$ cat src/hdl/sbpr_pkg.sv
// Shared types, constants and the scale lookup for the sensor bus poll responder.
package sbpr_pkg;

   // Largest slot count the slot index field can address
   localparam int SLOT_MAX = 16;
   localparam int SLOT_COUNT_DEFAULT = 16;

   // Formatting constants
   localparam logic [13:0] SAT_LIMIT      = 14'd16383;
   localparam logic [7:0]  ROUND_Q8       = 8'd128;        // half of one Q8 unit
   localparam logic [10:0] ROUND_DIV_TEN  = 11'd1280;      // half of 2560
   localparam logic [32:0] DIV_TEN_OVER   = 33'd41943040;  // 16384 * 2560
   localparam logic [17:0] RECIP_TEN      = 18'd209716;    // ceil(2^21 / 10)
   localparam int          RECIP_SHIFT    = 21;

   typedef enum logic [1:0] {
      SCALE_PLAIN   = 2'd0,
      SCALE_TIMES10 = 2'd1,
      SCALE_DIV10   = 2'd2
   } scale_type;

   typedef enum logic [1:0] {
      BYTE_ID   = 2'd0,
      BYTE_LOW  = 2'd1,
      BYTE_HIGH = 2'd2
   } byte_sel_type;

   // Controller to datapath
   typedef struct packed {
      logic         capture;   // latch slot value, type and address of an accepted poll
      logic         write;     // store the sample of an accepted update
      logic         calc;      // scale, round and flag saturation
      logic         fmt;       // clamp and build the reply word
      byte_sel_type byte_sel;  // which reply byte drives the output
   } cmd_type;

   // Datapath to controller
   typedef struct packed {
      logic hit;  // poll address names a filled slot
   } status_type;

   function automatic scale_type scale_of(input logic [3:0] code);
      scale_type s;
      case (code)
         4'd1, 4'd2, 4'd3, 4'd4, 4'd6, 4'd7, 4'd13: s = SCALE_TIMES10;
         4'd5:                                    s = SCALE_DIV10;
         default:                                 s = SCALE_PLAIN;
      endcase
      return s;
   endfunction

endpackage

$ cat src/hdl/sbpr_ctrl.sv
// Sequencer for the sensor bus poll responder: accept, format steps, reply beats.
module sbpr_ctrl (
   input  logic                clock,
   input  logic                reset,
   input  logic                req_valid,
   input  logic                req_operation,
   output logic                req_ready,
   output logic                rsp_valid,
   input  logic                rsp_ready,
   output logic                rsp_last_byte,
   input  sbpr_pkg::status_type status,
   output sbpr_pkg::cmd_type    cmd
);
   import sbpr_pkg::*;

   typedef enum logic [5:0] {
      ST_IDLE  = 6'b000001,
      ST_CALC  = 6'b000010,
      ST_FMT   = 6'b000100,
      ST_BYTE0 = 6'b001000,
      ST_BYTE1 = 6'b010000,
      ST_BYTE2 = 6'b100000
   } state_type;

   state_type state_ff, state_in;
   logic      accept;

   assign req_ready     = (state_ff == ST_IDLE);
   assign accept        = req_valid && req_ready;
   assign rsp_valid     = (state_ff == ST_BYTE0) || (state_ff == ST_BYTE1) ||
                          (state_ff == ST_BYTE2);
   assign rsp_last_byte = (state_ff == ST_BYTE2);

   always_comb begin
      state_in     = state_ff;
      cmd.capture  = 1'b0;
      cmd.write    = 1'b0;
      cmd.calc     = 1'b0;
      cmd.fmt      = 1'b0;
      cmd.byte_sel = BYTE_ID;
      case (state_ff)
         ST_IDLE: begin
            if (accept) begin
               if (req_operation) begin
                  cmd.write = 1'b1;
               end else if (status.hit) begin
                  cmd.capture = 1'b1;
                  state_in    = ST_CALC;
               end
            end
         end
         ST_CALC: begin
            cmd.calc = 1'b1;
            state_in = ST_FMT;
         end
         ST_FMT: begin
            cmd.fmt  = 1'b1;
            state_in = ST_BYTE0;
         end
         ST_BYTE0: begin
            cmd.byte_sel = BYTE_ID;
            if (rsp_ready) state_in = ST_BYTE1;
         end
         ST_BYTE1: begin
            cmd.byte_sel = BYTE_LOW;
            if (rsp_ready) state_in = ST_BYTE2;
         end
         ST_BYTE2: begin
            cmd.byte_sel = BYTE_HIGH;
            if (rsp_ready) state_in = ST_IDLE;
         end
         default: begin
            state_in = ST_IDLE;
         end
      endcase
   end

   always_ff @(posedge clock) begin
      if (reset) begin
         state_ff <= ST_IDLE;
      end else begin
         state_ff <= state_in;
      end
   end

endmodule

$ cat src/hdl/sbpr_datapath.sv
// Slot store, type register and measurement formatter of the poll responder.
module sbpr_datapath #(
   parameter int SLOT_COUNT = sbpr_pkg::SLOT_COUNT_DEFAULT
) (
   input  logic                clock,
   input  logic                reset,
   input  logic                csr_write_enable,
   input  logic [63:0]         csr_write_data,
   input  logic [7:0]          req_poll_address,
   input  logic [3:0]          req_slot_index,
   input  logic signed [31:0]  req_sample_value,
   input  sbpr_pkg::cmd_type    cmd,
   output sbpr_pkg::status_type status,
   output logic [7:0]          rsp_out_byte
);
   import sbpr_pkg::*;

   localparam int IDX_W = (SLOT_COUNT > 1) ? $clog2(SLOT_COUNT) : 1;
   localparam logic [8:0] SLOT_LIMIT = 9'(SLOT_COUNT);

   logic [63:0]        slot_types_ff;
   logic signed [31:0] slot_values_ff [SLOT_COUNT];

   logic [3:0]         addr_ff;
   logic [3:0]         code_ff;
   logic signed [31:0] value_ff;
   scale_type          scale_ff;

   logic               neg_ff;
   logic               over_ff;
   logic               div_ff;
   logic [13:0]        qmag_ff;
   logic [35:0]        prod_ff, prod_in;

   logic [15:0]        word_ff, word_in;

   logic [3:0]  poll_code;
   logic        poll_in_range;
   logic        update_in_range;

   logic [31:0] mag;
   logic [35:0] times10_sum;
   logic [32:0] plain_sum;
   logic [32:0] div_sum;
   logic [27:0] q_sel;
   logic        over_in;
   logic [17:0] div_t;
   logic [13:0] mag_final;
   logic [15:0] word_pos;

   // Slot lookup for an offered poll
   assign poll_in_range   = {1'b0, req_poll_address} < SLOT_LIMIT;
   assign poll_code       = slot_types_ff[{req_poll_address[3:0], 2'b00} +: 4];
   assign status.hit      = poll_in_range && (poll_code != 4'd0);
   assign update_in_range = {5'd0, req_slot_index} < SLOT_LIMIT;

   always_ff @(posedge clock) begin
      if (reset) begin
         slot_types_ff <= '0;
         for (int i = 0; i < SLOT_COUNT; i++) begin
            slot_values_ff[i] <= '0;
         end
      end else begin
         if (csr_write_enable) slot_types_ff <= csr_write_data;
         if (cmd.write && update_in_range) begin
            slot_values_ff[req_slot_index[IDX_W-1:0]] <= req_sample_value;
         end
      end
   end

   always_ff @(posedge clock) begin
      if (cmd.capture) begin
         addr_ff  <= req_poll_address[3:0];
         code_ff  <= poll_code;
         scale_ff <= scale_of(poll_code);
         value_ff <= slot_values_ff[req_poll_address[IDX_W-1:0]];
      end
   end

   // Scale and round the magnitude; the divide by 2560 goes through a reciprocal product
   always_comb begin
      mag         = value_ff[31] ? (32'd0 - value_ff) : value_ff;
      times10_sum = 36'({mag, 3'b000}) + 36'({mag, 1'b0}) + 36'(ROUND_Q8);
      plain_sum   = 33'(mag) + 33'(ROUND_Q8);
      div_sum     = 33'(mag) + 33'(ROUND_DIV_TEN);
      div_t       = div_sum[25:8];
      prod_in     = 36'(div_t) * 36'(RECIP_TEN);
      q_sel       = (scale_ff == SCALE_TIMES10) ? times10_sum[35:8]
                                                : 28'(plain_sum[32:8]);
      if (scale_ff == SCALE_DIV10) begin
         over_in = div_sum >= DIV_TEN_OVER;
      end else begin
         over_in = q_sel > 28'(SAT_LIMIT);
      end
   end

   always_ff @(posedge clock) begin
      if (cmd.calc) begin
         neg_ff  <= value_ff[31];
         over_ff <= over_in;
         div_ff  <= (scale_ff == SCALE_DIV10);
         qmag_ff <= q_sel[13:0];
         prod_ff <= prod_in;
      end
   end

   // Clamp, shift left one and apply the sign
   always_comb begin
      if (over_ff) begin
         mag_final = SAT_LIMIT;
      end else if (div_ff) begin
         mag_final = prod_ff[RECIP_SHIFT+13:RECIP_SHIFT];
      end else begin
         mag_final = qmag_ff;
      end
      word_pos = {1'b0, mag_final, 1'b0};
      word_in  = neg_ff ? (16'd0 - word_pos) : word_pos;
   end

   always_ff @(posedge clock) begin
      if (cmd.fmt) word_ff <= word_in;
   end

   always_comb begin
      case (cmd.byte_sel)
         BYTE_ID:   rsp_out_byte = {addr_ff, code_ff};
         BYTE_LOW:  rsp_out_byte = word_ff[7:0];
         BYTE_HIGH: rsp_out_byte = word_ff[15:8];
         default:   rsp_out_byte = {addr_ff, code_ff};
      endcase
   end

endmodule

$ cat src/hdl/sensor_bus_poll_responder_core.sv
// Top level of the sensor bus poll responder: sequencer plus slot datapath.
//
// Keeps SLOT_COUNT sensor slots. csr_write_data holds sixteen 4-bit type codes
// (slot i in bits 4i+3..4i, code 0 marks an empty slot) and is taken on any
// clock with csr_write_enable high; write it only while the block is idle.
// An update beat (req_operation = 1) stores req_sample_value, signed Q8, into
// slot req_slot_index; an index beyond the last slot is dropped. A poll beat
// (req_operation = 0) whose address names a filled slot produces three reply
// beats: the id byte (address << 4 | type), then the low and high byte of the
// formatted word, the third beat flagged by rsp_last_byte. Polls of empty or
// out-of-range slots produce nothing. Formatting scales the value by ten for
// types 1-4, 6, 7 and 13, divides it by ten for type 5 and leaves it otherwise,
// rounds half away from zero, clamps to +/-16383 and shifts left one in 16-bit
// two's complement. A served poll passes through the accept, a formatting step
// that scales and rounds (with the reciprocal multiply for the divide by ten),
// a step that clamps and applies the sign, and three reply beats; req_ready is
// high only between items, and a reply beat is held while rsp_ready is low.
// Reset clears all slot values and type codes.
module sensor_bus_poll_responder_core #(
   parameter int SLOT_COUNT = sbpr_pkg::SLOT_COUNT_DEFAULT
) (
   input  logic               clock,
   input  logic               reset,
   // configuration
   input  logic               csr_write_enable,
   input  logic [63:0]        csr_write_data,
   // request channel
   input  logic               req_valid,
   output logic               req_ready,
   input  logic               req_operation,
   input  logic [7:0]         req_poll_address,
   input  logic [3:0]         req_slot_index,
   input  logic signed [31:0] req_sample_value,
   // reply channel
   output logic               rsp_valid,
   input  logic               rsp_ready,
   output logic [7:0]         rsp_out_byte,
   output logic               rsp_last_byte
);
   import sbpr_pkg::*;

   cmd_type    cmd;
   status_type status;

   // Sequencer: owns both handshakes and steps the datapath
   sbpr_ctrl u_ctrl (
      .clock         (clock),
      .reset         (reset),
      .req_valid     (req_valid),
      .req_operation (req_operation),
      .req_ready     (req_ready),
      .rsp_valid     (rsp_valid),
      .rsp_ready     (rsp_ready),
      .rsp_last_byte (rsp_last_byte),
      .status        (status),
      .cmd           (cmd)
   );

   // Datapath: type register, slot values, formatter and reply byte select
   sbpr_datapath #(
      .SLOT_COUNT (SLOT_COUNT)
   ) u_datapath (
      .clock            (clock),
      .reset            (reset),
      .csr_write_enable (csr_write_enable),
      .csr_write_data   (csr_write_data),
      .req_poll_address (req_poll_address),
      .req_slot_index   (req_slot_index),
      .req_sample_value (req_sample_value),
      .cmd              (cmd),
      .status           (status),
      .rsp_out_byte     (rsp_out_byte)
   );

`ifndef SYNTHESIS
   // Never take a request while a reply is being offered
   assert property (@(posedge clock) disable iff (reset) !(req_ready && rsp_valid))
      else $error("request taken during a reply");

   // After the final reply beat the block goes straight back to waiting for requests
   assert property (@(posedge clock) disable iff (reset)
      (rsp_valid && rsp_ready && rsp_last_byte) |=> (req_ready && !rsp_valid))
      else $error("reply did not end after the last beat");

   // Polls of addresses beyond the slot range produce no reply
   assert property (@(posedge clock) disable iff (reset)
      (req_valid && req_ready && !req_operation &&
       ({1'b0, req_poll_address} >= 9'(SLOT_COUNT))) |=> (req_ready && !rsp_valid))
      else $error("out-of-range poll produced a reply");

   // Updates produce no reply
   assert property (@(posedge clock) disable iff (reset)
      (req_valid && req_ready && req_operation) |=> !rsp_valid)
      else $error("update produced a reply");
`endif

endmodule
$ cat config.mk
export PLATFORM = sky130hd
export DESIGN_NAME = sensor_bus_poll_responder_core
export DESIGN_NICKNAME = d
export VERILOG_FILES = /design/src/hdl/sbpr_pkg.sv /design/src/hdl/sbpr_ctrl.sv /design/src/hdl/sbpr_datapath.sv /design/src/hdl/sensor_bus_poll_responder_core.sv
export SDC_FILE = /design/constraint.sdc
export NUM_CORES = 1
export LEC_CHECK = 0
export BUFFER_PORTS_ARGS = -buffer_cell sky130_fd_sc_hd__buf_2
export CAP_MARGIN = 20
export CORE_ASPECT_RATIO = 0.8
export CORE_MARGIN = 10
export CORE_UTILIZATION = 57
export DETAILED_ROUTE_END_ITERATION = 7
export MAX_ROUTING_LAYER = met4
export PLACE_DENSITY = 0.77
export SKIP_CTS_REPAIR_TIMING = 1
export SLEW_MARGIN = 0
export SYNTH_ARGS = -nofsm -noshare
export SYNTH_HDL_FRONTEND = slang
export SYNTH_HIERARCHICAL = 1
export SYNTH_SLANG_ARGS = --single-unit
$ cat constraint.sdc
create_clock -name clock -period 9.05 [get_ports clock]
set_clock_uncertainty 0.2 [all_clocks]
set_input_delay 0 -clock clock [delete_from_list [all_inputs] [get_ports clock]]
set_output_delay 0 -clock clock [all_outputs]
set_load 0.05 [all_outputs]
# After elaboration in Yosys (flattened, before gate mapping)
# Memories as Yosys holds them, arrays and structs flattened. A register that Yosys moved wholly into a read port is not among the register bits.
# Index checks and enable logic that the tools add are counted.
[word_totals]
reg_bits = 144
ramBits = 512
rom_bits = 32
inputBits = 114
output_inout_bits = 11
wordCells = 77
n_memories = 2
[mem_list]
columns = ["memory", "depth", "width", "rd", "rd_clocked_by_memory_dff", "wr", "line_no", "rtl"]
rows = [
  ["u_datapath.slot_values_ff", 16, 32, 1, 1, 16, "sbpr_datapath.sv:22", "logic signed [31:0] slot_values_ff [SLOT_COUNT];"],
  ["(name not given)", 16, 2, 1, 1, 0, "sbpr_pkg.sv:44", "case (code)"],
]
[classes]
addsub = 6
n_mul = 1
magnitude_cmp = 3
n_eq_ne = 16
n_shift = 1
mux = 30
reduce_logical = 7
[op_table]
columns = ["op", "count"]
rows = [
  ["$mux 32", 2],
  ["$shiftx 64x7->4", 1],
  ["$add 35x33->36", 1],
  ["$add 36x8->36 const B", 1],
  ["$mux 6", 6],
  ["$pmux 6 s6", 1],
  ["$add 32x11->33 const B", 1],
  ["$add 32x8->33 const B", 1],
  ["$ge 33x26->1 const B", 1],
  ["$mul 18x16->33 const B", 1],
  ["$reduce_or 32->1", 1],
  ["$sub 1x32->32 const A", 1],
  ["$gt 28x14->1 const B", 1],
  ["$mux 14", 2],
  ["$mux 28", 1],
  ["$pmux 8 s2", 1],
  ["$sub 1x15->16 const A", 1],
  ["$mux 15", 1],
  ["$mux 1", 12],
  ["$ne 2x2->1 const B", 6],
  ["$lt 8x5->1 const B", 1],
  ["$eq 6x1->1 const B", 1],
  ["$eq 6x2->1 const B", 1],
  ["$eq 6x3->1 const B", 1],
  ["12 further kinds", 17],
]

# Logic depth before layout (Yosys ltp)
[logic_depth]
depth_word = 12
depth_mapped = 34
mapped_depth_nobuf = 33

# Modules after synthesis
# Netlist, hierarchy kept.
[modules_own_cells]
columns = ["mod", "instances", "cells_each", "area_per_inst_um2"]
rows = [
  ["sbpr_datapath", 1, 2873, 37815.0],
  ["sbpr_ctrl", 1, 55, 446.7],
]

# Worst setup path before layout
# No wires, ideal clock.
[synth_path]
path_type = "reg2reg"
from = "register u_datapath.value_ff[4], read port of u_datapath.slot_values_ff"
to = "register u_datapath.prod_ff[33], data pin"
arrival_ps = 8178
path_slack_ps = 406
stages_incl_launch_ff = 32
path_cell_list = "edfxtp_1 > nor4_2 > nand2_1 > o21ai_0 > xnor2_1 > ha_1 > nor2_1 > nor3_2 > and3_1 > nand2_1 > xnor2_1 > ha_1 > ha_1 > inv_1 > fa_1 > inv_1 > fa_1 > fa_1 > inv_1 > fa_1 > inv_1 > ha_1 > a21o_1 > a221o_1 > a21oi_1 > o21ai_0 > a21oi_1 > a21bo_2 > a211o_1 > a21oi_1 > o21ai_0 > xor2_1"
[synth_between]
elab_chain_len = 4
[synth_lines]
columns = ["item", "line_no", "rtl"]
rows = [
  ["from (decl)", "sbpr_datapath.sv:26", "logic signed [31:0] value_ff;"],
  ["$sub 1x32->32", "sbpr_datapath.sv:82", "mag = value_ff[31] ? (32'd0 - value_ff) : value_ff;"],
  ["$mux 32 (*)", "sbpr_datapath.sv:82", ""],
  ["$add 32x11->33 (*)", "sbpr_datapath.sv:85", "div_sum = 33'(mag) + 33'(ROUND_DIV_TEN);"],
  ["$mul 18x16->33 (*)", "sbpr_datapath.sv:87", "prod_in = 36'(div_t) * 36'(RECIP_TEN);"],
  ["net u_datapath.prod_in[33]", "sbpr_datapath.sv:33", "logic [35:0] prod_ff, prod_in;"],
  ["to (signal assigned)", "sbpr_datapath.sv:103", "prod_ff <= prod_in;"],
  ["to (decl)", "sbpr_datapath.sv:33", ""],
]
# Mark *: on every way through the listed nets, which the timed path passes. The rest lies on a longest branch.
# A chain may end at the register's enable or synchronous reset.

# Final worst setup path
[layout_path]
from = "register u_datapath.value_ff[13], read port of u_datapath.slot_values_ff"
to = "register u_datapath.prod_ff[33], data pin"
# Same word-level chain as after synthesis.

==> key figures <==
Finish
  – Fill count: 4619
  – Finished Layout Cells: 4086
  – Reg area: 0.0194 mm^2
  – Share of cells above drive strength 1: about 18%
  – Final #Nets: 3571
  – Final core area utilization: 65.8%
  – Area grow syn2layout: 13.6%
  – Multi-input gate area: 0.0176 mm^2

CTS
  – Reg clk slew, reported paths: 0.06 ns
  – Sink Count: 670
  – Largest buffer count on any clock path: 3
  – Clk_lat worst skew: 0.61 ns
  – CTS buffer count: 67
  – CTS tree: yes
  – H-tree levels: 3
  – Clk root buf: clkbuf_16

STA
  – Final setup fails: 0
  – Actual slew at the worst max-slew pin: 1.19 ns
  – Fmax: about 120 MHz
  – Slew Viols, Final: 0
  – Tcrit/Tclk final: 95.9%
  – Crit path time final: 8.68 ns
  – Max-slew headroom: a little over a fifth
  – Worst Hold Slack: -0.0552 ns
  – Final Hold Fails: 27

Pwr
  – Leakage power: 17.5 nW
  – PwrDens: between 150 and 200 mW/mm^2
  – Maximum vdd drop: 185 uV
  – PnR Total Power: 0.00734 W

Floorplanning
  – DIE HEIGHT: 252 um
  – Die Area: 0.0780 mm^2
  – Initial Utilization: 57.9%
  – Die width: between 300 and 400 um
  – # rows: 84
  – Core area: 0.0661 mm^2
  – I/O pin cnt: 125

Critical path
  – Worst R2R Start: u_datapath/value_ff[13]
  – Worst r2r dst: u_datapath/prod_ff[33]
  – Crit path max-delay cell type: or4_4
  – R2R Setup Slk: around 0.37 ns
  – Critical path data arrival time: 8.83 ns
  – CP max FO: 10
  – Worst EP required: 9.20 ns
  – Critical path capture point type: flop
  – Crit-path max cell delay: 0.58 ns
  – Cell depth of the worst flop-to-flop path: 29
  – WS Path Type: reg2reg
  – Setup crit start kind: flop

Routing
  – Via density: roughly 6.1
  – DRT iter0 DRCs: 3006
  – Vias: 25057
  – Total length of routed wires: approximately 100000 um
  – Post-route ant nets: 0
  – # DRC: 0
  – DR pass1 iterations: 5
  – Drt wl/cell: 25.6 um

Outcome
  – Outcome: finished, violations left
  – Failing checks: hold timing

Logic synthesis
  – YS warnings: 6
  – Synthesized area: 0.0383 mm^2
  – Number of distinct library cells after synthesis: 84
  – Post-synthesis register bit count: 670
  – Number of synthesized flops with an enable pin: 600
  – Post-synth ARST share: 0%
  – Gate Count Post-Synth: 2928
  – Sequential fraction of the synthesis area: between 50 and 60%
  – Syn nets: 3332
  – Ys flop type: edfxtp_1
  – Post-Syn Area per Cell: ~13 um^2

Place
  – Dpl cells: 3829
  – Final GP Congestion: 0.982
  – Hpwl dp: 67700 um
  – I/O Buffers: roughly 120

GRT
  – Global Route Usage Sum: 27.0%
  – Initial antenna violation count: 5
  – Largest net degree at the start of global routing: just over 70
  – Vias in the first global route: ~25000
  – GRT Residual Overflow: 0
  – First-pass GRT wire length: 154000 um

Min path
  – Min-delay src: csr_write_enable
  – Hold Crit Class: in2reg
  – Hold path endpoint: u_datapath/slot_types_ff[12]
  – Hold Path Stages: 3

Job
  – Number of max-cap violations: 0
## per-layer routing
layer | vias up | global-route usage [%] | wire [um]
li1 | 11020 | - | -
met1 | 12594 | 37.9 | 44100
met2 | 1263 | 41.1 | 48500
met3 | 180 | 5.13 | 10100
met4 | 0 | 5.13 | 2040
met5 | - | - | 0
## per-stage QoR
step | setup TNS, ns | setup WS (ns) | area [um^2]
2_1_floorplan | 0 | 0.406 | 38300
3_3_place_gp | 0 | 0.351 | 40000
3_5_place_dp | 0 | 0.162 | 40000
4_1_cts | 0 | 0.136 | 42100
5_1_grt | -0.0118 | -0.0114 | 43500
6_report | 0 | 0.372 | 43500
## worst max path at each step
| stage | from | endpoint | slack (ns) | cells after the start |
|---|---|---|---|---|
| final | u_datapath/value_ff[13] | u_datapath/prod_ff[33] | 0.37 | 29 |
| after global routing | u_datapath/value_ff[13] | u_datapath/prod_ff[33] | -0.01 | 29 |
| after detailed placement | u_datapath/value_ff[13] | u_datapath/prod_ff[32] | 0.16 | 29 |
| after global placement | u_datapath/value_ff[13] | u_datapath/prod_ff[33] | 0.35 | 28 |
| after floorplan | u_datapath/value_ff[4] | u_datapath/prod_ff[33] | 0.41 | 31 |
| after CTS | u_datapath/value_ff[13] | u_datapath/prod_ff[32] | 0.14 | 29 |
## cell usage after synthesis (all sizes together), types with 9 or more instances
cell	number	area, um^2
nand2	84	315
or4	11	87.6
mux4	180	4050
a21o	34	255
o41ai	11	104
xnor2	90	803
dfxtp	70	1400
fa	85	1700
o21ai	68	340
nor2	133	509
and2	518	3240
or3	9	66.3
nand4	19	119
a31oi	11	68.8
mux2i	72	721
o31ai	17	141
nor3	29	155
nor4	13	115
or2	25	156
xor2	47	427
nor2b	24	150
a21oi	66	334
and3	13	86.3
ha	205	2560
edfxtp	600	18000
clkbuf	137	514
buf	28	151
nand3	33	165
nand2b	16	100
inv	205	769
a211oi	11	82.6
a22oi	10	75.1
## critical path, delay by kind of cell, from the launching register on
family | cells | cell delay (ns)
buf+inv | 5 | 0.41
simple gates | 6 | 2.12
compound gates | 9 | 1.96
fa+ha+maj | 7 | 3.02
flops | 1 | 0.42
xor+xnor | 2 | 0.31
## power by group
group / total, W / internal (W) / switching, W / leakage (nW)
clock: 0.00267 / 0.00149 / 0.00118 / 0.990
sequential: 0.00352 / 0.00349 / 0.0000333 / 6.67
combinational: 0.00114 / 0.000480 / 0.000661 / 9.84
## area by class of cell
| type | count | area share [%] |
|---|---|---|
| flip-flops and latches | 670 | 44.7 |
| clock buffers | 92 | 4.12 |
| inverters | 205 | 1.77 |
| clock inverters | 28 | 0.662 |
| multi-input cells | 1888 | 40.4 |
| repair buffers | 335 | 5.89 |
| well taps | 860 | 2.47 |
| diodes | 8 | 0.0460 |
## state kept, by name (all words and copies together), names as in the netlist
register	flops
u_datapath/slot_values_ff	512
u_datapath/code_ff	4
u_datapath/over_ff	1
u_datapath/div_ff	1
u_datapath/value_ff	32
u_datapath/addr_ff	4
u_datapath/scale_ff	2
u_ctrl/state_ff	6
u_datapath/neg_ff	1
u_datapath/word_ff	15
u_datapath/slot_types_ff	64
u_datapath/prod_ff	14
u_datapath/qmag_ff	14
## cells in the final DEF (no fill, tap or decap), types with 34 or more instances in the layout
cell           synthesis  routed
nor2_1               131     118
a21o_1                34      34
buf_4                  1      90
nand2_1               84      84
edfxtp_1             600     600
clkbuf_16              0      68
a21oi_1               65      65
ha_1                 205     203
mux4_2               180     180
xor2_1                45      44
fa_1                  85      85
buf_2                  4     120
and2_1               518     518
o21ai_0               65      64
dfxtp_1               70      70
inv_1                204     204
mux2i_1               72      72
xnor2_1               88      83
dlygate4sd3_1          0     121
## logic make-up (layout without fill, tap and decap cells)
group           Yosys count  count (layout)  share of synthesized area (%)
xor+xnor                137             137                           3.21
simple gates            944             944                           14.1
mux                     254             254                           12.5
other cells               0               8                              0
buf+inv                 370             660                           3.75
compound gates          263             263                           4.44
flops                   670             670                           50.8
fa+ha+maj               290             290                           11.2
Note: power is estimated with default switching activity, not from simulation.
